<file path="src/hdl/mkbt_pkg.sv">
`timescale 1ns / 1ps

package mkbt_pkg;

   localparam int KeyWidth  = 16;
   localparam int CodeWidth = 15;

   localparam logic [1:0] FUNC_PRESS   = 2'd0;
   localparam logic [1:0] FUNC_RELEASE = 2'd1;
   localparam logic [1:0] FUNC_CLEAR   = 2'd2;

   localparam logic [KeyWidth-1:0] FORCE_CODE = 16'hffff;

   typedef logic [KeyWidth-1:0]  key_type;
   typedef logic [CodeWidth-1:0] code_type;

   typedef struct packed {
      logic down;
      logic went_down;
      logic went_up;
   } flags_type;

   typedef struct packed {
      logic changed;
      logic is_down;
      logic went_down;
      logic went_up;
      logic slots_full;
   } result_type;

endpackage

</file>
<file path="src/hdl/mkbt_req_if.sv">
`timescale 1ns / 1ps

interface mkbt_req_if;
   logic        valid;
   logic        ready;
   logic [1:0]  func;
   logic [15:0] key_code;

   modport source (output valid, output func, output key_code, input ready);
   modport sink   (input valid, input func, input key_code, output ready);
endinterface

</file>
<file path="src/hdl/mkbt_rsp_if.sv">
`timescale 1ns / 1ps

interface mkbt_rsp_if;
   logic valid;
   logic ready;
   logic changed;
   logic is_down;
   logic went_down;
   logic went_up;
   logic slots_full;

   modport source (output valid, output changed, output is_down, output went_down,
                   output went_up, output slots_full, input ready);
   modport sink   (input valid, input changed, input is_down, input went_down,
                   input went_up, input slots_full, output ready);
endinterface

</file>
<file path="src/hdl/mkbt_slot_logic.sv">
`timescale 1ns / 1ps

module mkbt_slot_logic
   import mkbt_pkg::*;
#(
   parameter int KEY_SLOTS = 4
) (
   input  logic [1:0] func,
   input  code_type   code,
   input  key_type    slots_cur [KEY_SLOTS],
   input  flags_type  flags_cur,
   output key_type    slots_nxt [KEY_SLOTS],
   output flags_type  flags_nxt,
   output result_type result
);

   key_type              code_key;
   logic [KEY_SLOTS-1:0] occupied;
   logic [KEY_SLOTS-1:0] free_first;
   logic [KEY_SLOTS-1:0] hit_first;
   logic                 any_match;
   logic                 others_held;

   assign code_key = {1'b0, code};

   // lowest free slot and lowest slot holding the code
   always_comb begin
      logic found_free;
      logic found_hit;
      found_free = 1'b0;
      found_hit  = 1'b0;
      any_match  = 1'b0;
      for (int i = 0; i < KEY_SLOTS; i++) begin
         occupied[i]   = (slots_cur[i] != '0);
         free_first[i] = !occupied[i] && !found_free;
         found_free    = found_free || !occupied[i];
         hit_first[i]  = occupied[i] && (slots_cur[i] == code_key) && !found_hit;
         found_hit     = found_hit || hit_first[i];
         any_match     = any_match || (slots_cur[i] == code_key);
      end
   end

   assign others_held = |(occupied & ~hit_first);

   always_comb begin
      slots_nxt = slots_cur;
      flags_nxt = flags_cur;
      result    = '0;
      case (func)
         FUNC_PRESS: begin
            if (code == '0) begin
               for (int i = 0; i < KEY_SLOTS; i++) begin
                  slots_nxt[i] = '0;
               end
               slots_nxt[0]        = FORCE_CODE;
               flags_nxt.down      = 1'b1;
               flags_nxt.went_down = 1'b1;
               result.changed      = !flags_cur.down;
            end else if (any_match) begin
               result.changed = 1'b0;
            end else if (free_first == '0) begin
               result.slots_full = 1'b1;
            end else begin
               for (int i = 0; i < KEY_SLOTS; i++) begin
                  if (free_first[i]) begin
                     slots_nxt[i] = code_key;
                  end
               end
               flags_nxt.down      = 1'b1;
               flags_nxt.went_down = 1'b1;
               result.changed      = !flags_cur.down;
            end
         end
         FUNC_RELEASE: begin
            if (code == '0) begin
               for (int i = 0; i < KEY_SLOTS; i++) begin
                  slots_nxt[i] = '0;
               end
               flags_nxt.went_up = 1'b1;
               flags_nxt.down    = 1'b0;
               result.changed    = flags_cur.down;
            end else if (hit_first != '0) begin
               for (int i = 0; i < KEY_SLOTS; i++) begin
                  if (hit_first[i]) begin
                     slots_nxt[i] = '0;
                  end
               end
               flags_nxt.went_up = 1'b1;
               if (!others_held) begin
                  flags_nxt.down = 1'b0;
               end
               result.changed = flags_cur.down && !others_held;
            end
         end
         FUNC_CLEAR: begin
            flags_nxt.went_down = 1'b0;
            flags_nxt.went_up   = 1'b0;
         end
         default: begin
            flags_nxt = flags_cur;
         end
      endcase
      result.is_down   = flags_nxt.down;
      result.went_down = flags_nxt.went_down;
      result.went_up   = flags_nxt.went_up;
   end

endmodule

</file>
<file path="src/hdl/multi_key_button_tracker.sv">
`timescale 1ns / 1ps
// path: an accepted item goes to the input register, then to the result register once that can take it
// throughput: one item per cycle while the result side keeps taking items
// the key slot state is updated in the same cycle the result register is loaded
// reset: synchronous, active high; clears both valid stages, all key slots and all flags

module multi_key_button_tracker
   import mkbt_pkg::*;
#(
   parameter int KEY_SLOTS = 4
) (
   input logic        clock,
   input logic        reset,
   mkbt_req_if.sink   req_chan,
   mkbt_rsp_if.source rsp_chan
);

   logic       req_valid_ff;
   logic       req_valid_in;
   logic [1:0] req_func_ff;
   logic [1:0] req_func_in;
   code_type   req_code_ff;
   code_type   req_code_in;

   key_type    slots_ff [KEY_SLOTS];
   key_type    slots_in [KEY_SLOTS];
   key_type    slots_nxt [KEY_SLOTS];
   flags_type  flags_ff;
   flags_type  flags_in;
   flags_type  flags_nxt;

   logic       rsp_valid_ff;
   logic       rsp_valid_in;
   result_type rsp_data_ff;
   result_type rsp_data_in;
   result_type result;

   logic       advance;
   logic       req_take;

   mkbt_slot_logic #(
      .KEY_SLOTS (KEY_SLOTS)
   ) u_slot_logic (
      .func      (req_func_ff),
      .code      (req_code_ff),
      .slots_cur (slots_ff),
      .flags_cur (flags_ff),
      .slots_nxt (slots_nxt),
      .flags_nxt (flags_nxt),
      .result    (result)
   );

   assign advance        = req_valid_ff && (!rsp_valid_ff || rsp_chan.ready);
   assign req_chan.ready = !req_valid_ff || advance;
   assign req_take       = req_chan.valid && req_chan.ready;

   always_comb begin
      req_valid_in = req_take || (req_valid_ff && !advance);
      req_func_in  = req_take ? req_chan.func : req_func_ff;
      req_code_in  = req_take ? req_chan.key_code[CodeWidth-1:0] : req_code_ff;
      if (advance) begin
         slots_in = slots_nxt;
      end else begin
         slots_in = slots_ff;
      end
      flags_in     = advance ? flags_nxt : flags_ff;
      rsp_valid_in = advance || (rsp_valid_ff && !rsp_chan.ready);
      rsp_data_in  = advance ? result : rsp_data_ff;
   end

   always_ff @(posedge clock) begin
      if (reset) begin
         req_valid_ff <= 1'b0;
         rsp_valid_ff <= 1'b0;
         flags_ff     <= '0;
         for (int i = 0; i < KEY_SLOTS; i++) begin
            slots_ff[i] <= '0;
         end
      end else begin
         req_valid_ff <= req_valid_in;
         rsp_valid_ff <= rsp_valid_in;
         flags_ff     <= flags_in;
         slots_ff     <= slots_in;
      end
   end

   always_ff @(posedge clock) begin
      req_func_ff <= req_func_in;
      req_code_ff <= req_code_in;
      rsp_data_ff <= rsp_data_in;
   end

   assign rsp_chan.valid      = rsp_valid_ff;
   assign rsp_chan.changed    = rsp_data_ff.changed;
   assign rsp_chan.is_down    = rsp_data_ff.is_down;
   assign rsp_chan.went_down  = rsp_data_ff.went_down;
   assign rsp_chan.went_up    = rsp_data_ff.went_up;
   assign rsp_chan.slots_full = rsp_data_ff.slots_full;

endmodule
</file>
<file path="src/flat_wrapper.sv">
// flat-port wrapper written by rule: the top's interface ports become plain ports
module multi_key_button_tracker_flat import mkbt_pkg::*;
#(
   parameter int KEY_SLOTS = 4
)
  (clock, reset, req_chan_valid, req_chan_func, req_chan_key_code, req_chan_ready, rsp_chan_valid, rsp_chan_changed, rsp_chan_is_down, rsp_chan_went_down, rsp_chan_went_up, rsp_chan_slots_full, rsp_chan_ready);
  mkbt_req_if req_chan_i ();
  mkbt_rsp_if rsp_chan_i ();
  input logic clock;
  input logic reset;
  input wire logic [$bits(req_chan_i.valid)-1:0] req_chan_valid;
  input wire logic [$bits(req_chan_i.func)-1:0] req_chan_func;
  input wire logic [$bits(req_chan_i.key_code)-1:0] req_chan_key_code;
  output wire logic [$bits(req_chan_i.ready)-1:0] req_chan_ready;
  output wire logic [$bits(rsp_chan_i.valid)-1:0] rsp_chan_valid;
  output wire logic [$bits(rsp_chan_i.changed)-1:0] rsp_chan_changed;
  output wire logic [$bits(rsp_chan_i.is_down)-1:0] rsp_chan_is_down;
  output wire logic [$bits(rsp_chan_i.went_down)-1:0] rsp_chan_went_down;
  output wire logic [$bits(rsp_chan_i.went_up)-1:0] rsp_chan_went_up;
  output wire logic [$bits(rsp_chan_i.slots_full)-1:0] rsp_chan_slots_full;
  input wire logic [$bits(rsp_chan_i.ready)-1:0] rsp_chan_ready;
  assign req_chan_i.valid = req_chan_valid;
  assign req_chan_i.func = req_chan_func;
  assign req_chan_i.key_code = req_chan_key_code;
  assign req_chan_ready = req_chan_i.ready;
  assign rsp_chan_valid = rsp_chan_i.valid;
  assign rsp_chan_changed = rsp_chan_i.changed;
  assign rsp_chan_is_down = rsp_chan_i.is_down;
  assign rsp_chan_went_down = rsp_chan_i.went_down;
  assign rsp_chan_went_up = rsp_chan_i.went_up;
  assign rsp_chan_slots_full = rsp_chan_i.slots_full;
  assign rsp_chan_i.ready = rsp_chan_ready;
  multi_key_button_tracker #(.KEY_SLOTS(KEY_SLOTS)) u_core (.clock(clock), .reset(reset), .req_chan(req_chan_i), .rsp_chan(rsp_chan_i));
endmodule
</file>
<file path="config.mk">
export PLATFORM = sky130hd
export DESIGN_NAME = multi_key_button_tracker_flat
export DESIGN_NICKNAME = d
export VERILOG_FILES = /design/src/hdl/mkbt_pkg.sv /design/src/hdl/mkbt_req_if.sv /design/src/hdl/mkbt_rsp_if.sv /design/src/hdl/mkbt_slot_logic.sv /design/src/hdl/multi_key_button_tracker.sv /design/src/flat_wrapper.sv
export SDC_FILE = /design/constraint.sdc
export NUM_CORES = 1
export LEC_CHECK = 0
export ABC_AREA = 1
export BUFFER_PORTS_ARGS = -buffer_cell sky130_fd_sc_hd__buf_2
export CAP_MARGIN = 20
export CORE_ASPECT_RATIO = 0.5
export CORE_MARGIN = 10
export CORE_UTILIZATION = 43
export DETAILED_ROUTE_END_ITERATION = 8
export PLACE_DENSITY = 0.62
export RECOVER_POWER = 25
export SLEW_MARGIN = 20
export SYNTH_ARGS = -nofsm -noshare
export SYNTH_HDL_FRONTEND = slang
export SYNTH_SLANG_ARGS = --single-unit
export TNS_END_PERCENT = 20
</file>
<file path="constraint.sdc">
create_clock -name clock -period 3.1 [get_ports clock]
set_input_delay 0.31 -clock clock [delete_from_list [all_inputs] [get_ports clock]]
set_output_delay 0.31 -clock clock [all_outputs]
set_load 0.1 [all_outputs]
</file>
; Word level (Yosys, flattened, before mapping)
; Index checks and enable logic that the tools add are counted.
[totals]
input_bits = 22
ff_bits = 91
wordCells = 124
out_inout_bits = 7
[op_classes]
mux = 32
n_bitwise = 3
eq_ne = 17
n_reduce_logical = 56
[ops]
columns = op, n
row1 = 64-bit two-way mux, 5
row2 = 16-bit two-way mux, 8
row3 = 64-bit one-hot mux with 2 select lines, 1
row4 = 16-bit by 15-bit equality test with 1-bit output, 4
row5 = 16-bit nonzero test, 4
row6 = 3-bit inequality test (second input constant), 11
row7 = 7-bit AND reduction, 4
row8 = 1-bit logical AND, 15
row9 = 1-bit logical NOT, 15
row10 = 15-bit logical NOT, 1
row11 = 1-bit logical OR, 11
row12 = 1-bit two-way mux, 11
row13 = 1-bit one-hot mux with 2 select lines, 4
row14 = 2-bit two-way mux, 3
row15 = 4-bit bitwise AND, 1
row16 = 4-bit logical NOT, 1
row17 = 4-bit NOT, 1
row18 = 4-bit nonzero test, 1
row19 = 4-bit OR reduction, 1
row20 = 3-bit OR reduction, 1
row21 = 2-bit by 1-bit equality test with 1-bit output (second input constant), 1
row22 = 2-bit equality test (second input constant), 1
row23 = 2-bit logical NOT, 1
row24 = 2-bit nonzero test, 1
row25 = 1-bit NOT, 1

; Depth between registers and ports, before layout
[depth]
word_depth = 18
depth_mapped = 19
mapped_depth_nobuf = 17

; Cells and area by module
; Synthesis repeated with hierarchy kept, for this count alone.
[unflattened]
hier_cells = 1144
area_unflattened_um2 = 6984.2
[by_module_without_submodules]
columns = mod, area_per_inst_um2, n_inst, cells_each, seq_area_each_um2
row1 = multi_key_button_tracker, 3721.1, 1, 473, 2042.0
row2 = mkbt_slot_logic, 3263.1, 1, 671, 0.0

; Worst setup path before layout
; Ideal clock, no wire load.
[synth_timing]
path_type = register to register
startpoint = register u_core.rsp_valid_ff, in the netlist u_core.rsp_chan.valid
endpoint = register u_core.req_code_ff[0] (enable)
required_time_ns = 2.778
n_path_buf = 0
slack_ns = 0.290
t_arrival_ns = 2.488
period_less_slack_ns = 2.810
path_stages_with_launch = 4
setup_ns = 0.322
path_cell_list = dfxtp_1 -> nand3_1 -> nand2_1 -> inv_1
[synth_between]
elab_chain_len = 5
[synth_rtl]
columns = item, line
row1 = "start, declared", multi_key_button_tracker.sv:32  ; logic rsp_valid_ff;
row2 = "start signal, assigned", multi_key_button_tracker.sv:81  ; rsp_valid_ff <= rsp_valid_in;
row3 = 1-bit logical NOT, multi_key_button_tracker.sv:53  ; assign advance = req_valid_ff && (!rsp_valid_ff || rsp_chan.ready);
row4 = 1-bit logical OR, multi_key_button_tracker.sv:53
row5 = 1-bit logical AND, multi_key_button_tracker.sv:53
row6 = 1-bit logical OR, multi_key_button_tracker.sv:54  ; assign req_chan.ready = !req_valid_ff || advance;
row7 = net req_chan_ready, flat_wrapper.sv:14  ; output wire logic [$bits(req_chan_i.ready)-1:0] req_chan_ready;
row8 = 1-bit logical AND, multi_key_button_tracker.sv:55  ; assign req_take = req_chan.valid && req_chan.ready;
row9 = net u_core.req_take, multi_key_button_tracker.sv:39  ; logic req_take;
row10 = "end signal, assigned", multi_key_button_tracker.sv:89  ; req_code_ff <= req_code_in;
row11 = "end, declared", multi_key_button_tracker.sv:22  ; code_type req_code_ff;
; The timed path passes the listed nets, and every way through them passes these cells.
; A chain may end at the register's enable or synchronous reset.

; Final worst setup path
[layout_timing]
startpoint = register u_core.req_code_ff[2]
endpoint = register u_core.slots_ff[9] (netlist bit)
[layout_between]
elab_chain_len = 13
elab_cells_between_ends = 30
cone_classes = 9 x eq/ne / 3 x mux / 18 x reduce/logical
[layout_rtl]
columns = item, line
row1 = 16-bit by 15-bit equality test with 1-bit output, "mkbt_slot_logic.sv:37, mkbt_slot_logic.sv:39"
row2 = 1-bit logical AND, mkbt_slot_logic.sv:37  ; hit_first[i] = occupied[i] && (slots_cur[i] == code_key) && !found_hit;
row3 = 1-bit logical NOT, mkbt_slot_logic.sv:37
row4 = 1-bit logical AND, mkbt_slot_logic.sv:37
row5 = 1-bit logical OR, mkbt_slot_logic.sv:38  ; found_hit = found_hit || hit_first[i];
row6 = 1-bit logical NOT, mkbt_slot_logic.sv:37
row7 = 1-bit logical AND, mkbt_slot_logic.sv:37
row8 = 1-bit logical OR, mkbt_slot_logic.sv:38
row9 = 1-bit logical NOT, mkbt_slot_logic.sv:37
row10 = 1-bit logical AND, mkbt_slot_logic.sv:37
row11 = 4-bit nonzero test, mkbt_slot_logic.sv:82  ; end else if (hit_first != '0) begin
row12 = 3-bit inequality test (no line), n/a
row13 = 7-bit AND reduction (no line), n/a
row14 = "end signal, assigned", multi_key_button_tracker.sv:83  ; slots_ff <= slots_in;
row15 = "end, declared", multi_key_button_tracker.sv:25  ; key_type slots_ff [KEY_SLOTS];
; Parallel ways exist; a longest one is shown, timed or not.

==> impl_results.rst <==
.. list-table::
   :header-rows: 1

   * - Metric
     - Value
   * - Share of synthesized area occupied by flip-flops and latches
     - 0.376
   * - Setup-violating endpoint count in the final report
     - 0
   * - Share of layout cells above drive strength 1
     - 0.107
   * - Worst hold slack
     - between 0.1 and 0.15 ns
   * - Max-slew headroom
     - 0.222
   * - Area enclosed by the die boundary
     - between 15000 and 20000 um2
   * - Critical R2R Capture
     - u_core.slots_ff[9]$_SDFFE_PP0P_
   * - Pin count of the biggest net entering global routing
     - 36
   * - Final worst-path setup slack
     - roughly 0.30 ns
   * - First-pass GRT wire length
     - roughly 25 mm
   * - Hold wc startpoint
     - req_chan_key_code[0]
   * - Startpoint of the most critical register-to-register path
     - u_core.req_code_ff[2]$_DFFE_PP_
   * - Worst Max-Slew Pin Slew
     - about 1.2 ns
   * - Final-layout fill cell count
     - around 1300
   * - Total of max-cap violations
     - 0
   * - Clock sinks
     - 88
   * - Crit Path Category
     - reg2reg
   * - Number of nets in the finished design
     - 896
   * - Cell-by-cell listing of the critical path
     - inv_2 > nand4_1 > nor2_1 > nand2_2 > inv_4 > nor2_2 > nand2_2 > nand2_1 > nor2_4 > nand2_2 > inv_2 > nor2_1 > nor2_1
   * - Placement-stage worst setup slack
     - 0.434 ns
   * - Number of diodes added for antenna fixing
     - 0
   * - Later-pin clock latency in the skew report
     - ~0.35 ns
   * - WHS Path Cells
     - 1
   * - Yosys cell types
     - 32
   * - Via count of the first global-routing pass
     - 4627
   * - Routability Congestion
     - between 0.9 and 1
   * - Shortest period the worst path allows
     - 2.80 ns
   * - HPWL Detailed
     - about 11 mm
   * - RSZ-0062 raised after global routing
     - false
   * - Worst-path cell with the longest stage delay
     - sky130_fd_sc_hd__edfxtp_1
   * - Combinational Power Share
     - 0.191
   * - Data arrival time of the critical path
     - roughly 3 ns
   * - Number of synthesized register bits
     - 88
   * - Reg2reg path depth
     - 13
   * - Share of synthesized cell area in and, or, nand and nor gates
     - 0.464
   * - Post-synthesis adder-cell area fraction
     - 0.00712
   * - Vias/cell
     - slightly below 5
   * - Synthesized netlist cell count
     - approximately 850
   * - Timing-limited maximum frequency
     - around 360 MHz
   * - Die extent in y
     - a little under 100 um
   * - Power share of the clock group
     - 0.358
   * - Starting density of the core
     - 0.442
   * - Final hold violations
     - 0
   * - Synthesized cell area
     - 5270 um2
   * - Xor and xnor area share after synthesis
     - 0.0116
   * - Sequential Power Share
     - 0.451
   * - Worst Path Required
     - 3.38 ns
   * - Core ar.
     - about 12000 um2
   * - # Post-CTS Setup Buffers
     - 0
   * - CTS tree
     - done
   * - Chip width
     - 177 um
   * - Fraction of synthesized area in multiplexers
     - 0
   * - DRC
     - 0
   * - Run status
     - finished clean
   * - Post-Route Skew
     - slightly below 0.008 ns
   * - Worst ir drop on vdd
     - around 280 uV
   * - Post-route antenna net violation count
     - 0
   * - Synthesized netlist net count
     - around 870
   * - Part of the cycle the worst path needs
     - 0.903
   * - Synth Area in Compound Gates
     - 0.0340
   * - Count of routing violations after the opening detailed-route iteration
     - approximately 500
   * - Routed wire per std cell
     - 14.9 um
   * - Buffers on Ports
     - 27
   * - Global Route Usage Sum
     - 0.181
   * - Worst Setup End Kind
     - register
   * - Number of buffers created by CTS
     - 9
   * - Layout area overhead
     - 10.2%
   * - Net Sw Frac
     - 0.315
   * - Root Driver
     - sky130_fd_sc_hd__clkbuf_16
   * - Tightest Hold Check Type
     - in2reg
   * - Max Slew Vio Count
     - 0
   * - Total wire length after detailed routing
     - approximately 15 mm
   * - Psw
     - 0.000903 W
   * - Hold Buf Count CTS
     - 0
   * - Maximum clock insertion buffer count
     - 2
   * - Endpoint of the worst hold-timing path
     - u_core.req_code_ff[0]$_DFFE_PP_
   * - Clock transition at the registers of the reported paths
     - roughly 0.06 ns
   * - Post_cts resized
     - 0
   * - Worst-path fanout max
     - 17
   * - Top-level port count
     - 29
   * - Ratio of total power to cell area
     - slightly below 500 nW/um2
   * - Total negative setup slack
     - 0 ns
   * - Register-to-register setup slack
     - ~0.30 ns
   * - Row count
     - 28
   * - Average instance area after synthesis
     - just over 6 um2
   * - Largest stage delay on the critical path
     - approximately 0.52 ns
   * - Number of warnings reported in the yosys synthesis log
     - 0
   * - Worst Setup Start Kind
     - register
   * - Internal power
     - 0.00197 W
   * - H-tree Lvls
     - 3
   * - Iteration count of the initial detailed-routing pass
     - 5
   * - DR vias
     - approximately 5100
   * - Leakage
     - 2.80 nW
   * - Largest family of logic cells by synthesized area
     - simple AND/OR/NAND/NOR gates
   * - Antenna violations before repair
     - 0
   * - Overflow left after global routing
     - 0
## per-stage QoR
| step | instances | utilization | instance area (um2) | power, W |
|---|---|---|---|---|
| floorplan | 847 | - | 5270 | 0.00170 |
| global placement | 1025 | 0.465 | 5540 | 0.00185 |
| detailed placement | 1025 | 0.465 | 5540 | 0.00186 |
| CTS | 1041 | 0.488 | 5810 | 0.00289 |
| global route | 1041 | 0.488 | 5810 | 0.00302 |
| finish | 1041 | 0.488 | 5810 | 0.00287 |
## routing by layer
metal / vias up / track usage / part of all wire / wire, um
li1: 2632 / - / - / -
met4: 0 / 0.0495 / 0.013 / 207
met1: 2315 / 0.260 / 0.49 / 7600
met2: 150 / 0.265 / 0.42 / 6420
met5: - / 0 / 0 / 0
met3: 14 / 0.0419 / 0.080 / 1230
## Yosys cell counts
cell                       number  area [um2]
sky130_fd_sc_hd__ha_1           3        37.5
sky130_fd_sc_hd__a21oi_1        8        40.0
sky130_fd_sc_hd__nor2_1       181         679
sky130_fd_sc_hd__inv_4          2        12.5
sky130_fd_sc_hd__buf_4          1        7.51
sky130_fd_sc_hd__dfxtp_1       66        1320
sky130_fd_sc_hd__nor2_4         4        45.0
sky130_fd_sc_hd__inv_1         85         319
sky130_fd_sc_hd__nand4_1       12        75.1
sky130_fd_sc_hd__a21boi_0       1        7.51
sky130_fd_sc_hd__o21a_2         1        8.76
sky130_fd_sc_hd__nand3_2        3        30.0
sky130_fd_sc_hd__nor3_2         2        20.0
sky130_fd_sc_hd__buf_6          7        78.8
sky130_fd_sc_hd__xor2_1         1        8.76
sky130_fd_sc_hd__a21oi_4        2        32.5
sky130_fd_sc_hd__nor3_1         3        15.0
sky130_fd_sc_hd__o21ai_0       18        90.1
sky130_fd_sc_hd__edfxtp_1      22         661
sky130_fd_sc_hd__nor2_2         9        56.3
sky130_fd_sc_hd__buf_1          8        30.0
sky130_fd_sc_hd__nand3b_1       6        45.0
sky130_fd_sc_hd__nand2_1      301        1130
sky130_fd_sc_hd__nor4_1         1        6.26
sky130_fd_sc_hd__nand3_1       58         290
sky130_fd_sc_hd__clkbuf_1       3        11.3
sky130_fd_sc_hd__buf_2          5        25.0
sky130_fd_sc_hd__clkinv_1       2        7.51
sky130_fd_sc_hd__inv_2         19        71.3
sky130_fd_sc_hd__xnor2_1        6        52.6
sky130_fd_sc_hd__nand2_2        6        37.5
sky130_fd_sc_hd__nand3_4        1        17.5
## cells by family (layout without fill, tap and decap cells)
family	count (synthesis)	count (layout)
and+or+nand+nor	587	587
buffers and inverters	132	161
DFF	88	88
AOI/OAI and AO/OA	30	30
xor gates and xnor gates	7	7
adders and majority gates	3	3
## critical path, delay by kind of cell, from the launching register on
kind	cells	cell delay (ns)
flip-flops	1	0.52
AND/OR/NAND/NOR	10	1.48
buffers and inverters	3	0.71
## worst max-delay path by stage
stage                                                start                               end  slack (ns)  depth (start not counted)
after floorplan           u_core.rsp_chan.valid$_SDFF_PP0_   u_core.req_code_ff[0]$_DFFE_PP_        0.29                          3
after global placement     u_core.req_code_ff[2]$_DFFE_PP_   u_core.slots_ff[1]$_SDFFE_PP0P_        0.45                         13
after detailed placement   u_core.req_code_ff[2]$_DFFE_PP_  u_core.slots_ff[35]$_SDFFE_PP0P_        0.43                         13
after CTS                  u_core.req_code_ff[2]$_DFFE_PP_   u_core.slots_ff[9]$_SDFFE_PP0P_        0.41                         13
after global routing       u_core.req_code_ff[2]$_DFFE_PP_  u_core.slots_ff[11]$_SDFFE_PP0P_        0.12                         13
final                      u_core.req_code_ff[2]$_DFFE_PP_   u_core.slots_ff[9]$_SDFFE_PP0P_        0.30                         13
## flip-flops by register name, summed over array words and instances (netlist names)
name	cells
u_core.rsp_chan.is_down	1
u_core.rsp_chan.slots_full	1
u_core.rsp_chan.valid	1
u_core.slots_ff	61
u_core.rsp_chan.changed	1
u_core.rsp_chan.went_down	1
u_core.req_code_ff	15
u_core.rsp_chan.went_up	1
u_core.flags_ff	3
u_core.req_valid_ff	1
u_core.req_func_ff	2
## final cells by class
| cell class | instances | area [um2] | area share |
|---|---|---|---|
| clock inverters | 4 | 27.5 | 0.00474 |
| repair buffers | 37 | 204 | 0.0351 |
| inverters | 108 | 410 | 0.0707 |
| multi-input cells | 627 | 2730 | 0.470 |
| well taps | 165 | 206 | 0.0356 |
| clock buffers | 12 | 246 | 0.0424 |
| flip-flops and latches | 88 | 1980 | 0.341 |
## cell usage in the layout, fill, tap and decap left out, types with 9 or more instances in the layout
cell,instances
sky130_fd_sc_hd__nand2_1,301
sky130_fd_sc_hd__clkbuf_16,9
sky130_fd_sc_hd__nand3_1,58
sky130_fd_sc_hd__inv_1,85
sky130_fd_sc_hd__buf_4,10
sky130_fd_sc_hd__o21ai_0,18
sky130_fd_sc_hd__nand4_1,12
sky130_fd_sc_hd__dfxtp_1,66
sky130_fd_sc_hd__buf_2,22
sky130_fd_sc_hd__nor2_1,181
sky130_fd_sc_hd__edfxtp_1,22
sky130_fd_sc_hd__inv_2,19
## power groups by stage
stage          Clock (W)  Combinational, W  Sequential [W]
5_1_grt          0.00110          0.000618         0.00130
6_report         0.00103          0.000548         0.00129
4_1_cts          0.00105          0.000544         0.00129
2_1_floorplan          0          0.000373         0.00133
3_5_place_dp           0          0.000541         0.00132
3_3_place_gp           0          0.000537         0.00132
Note: power is estimated with default switching activity, not from simulation.
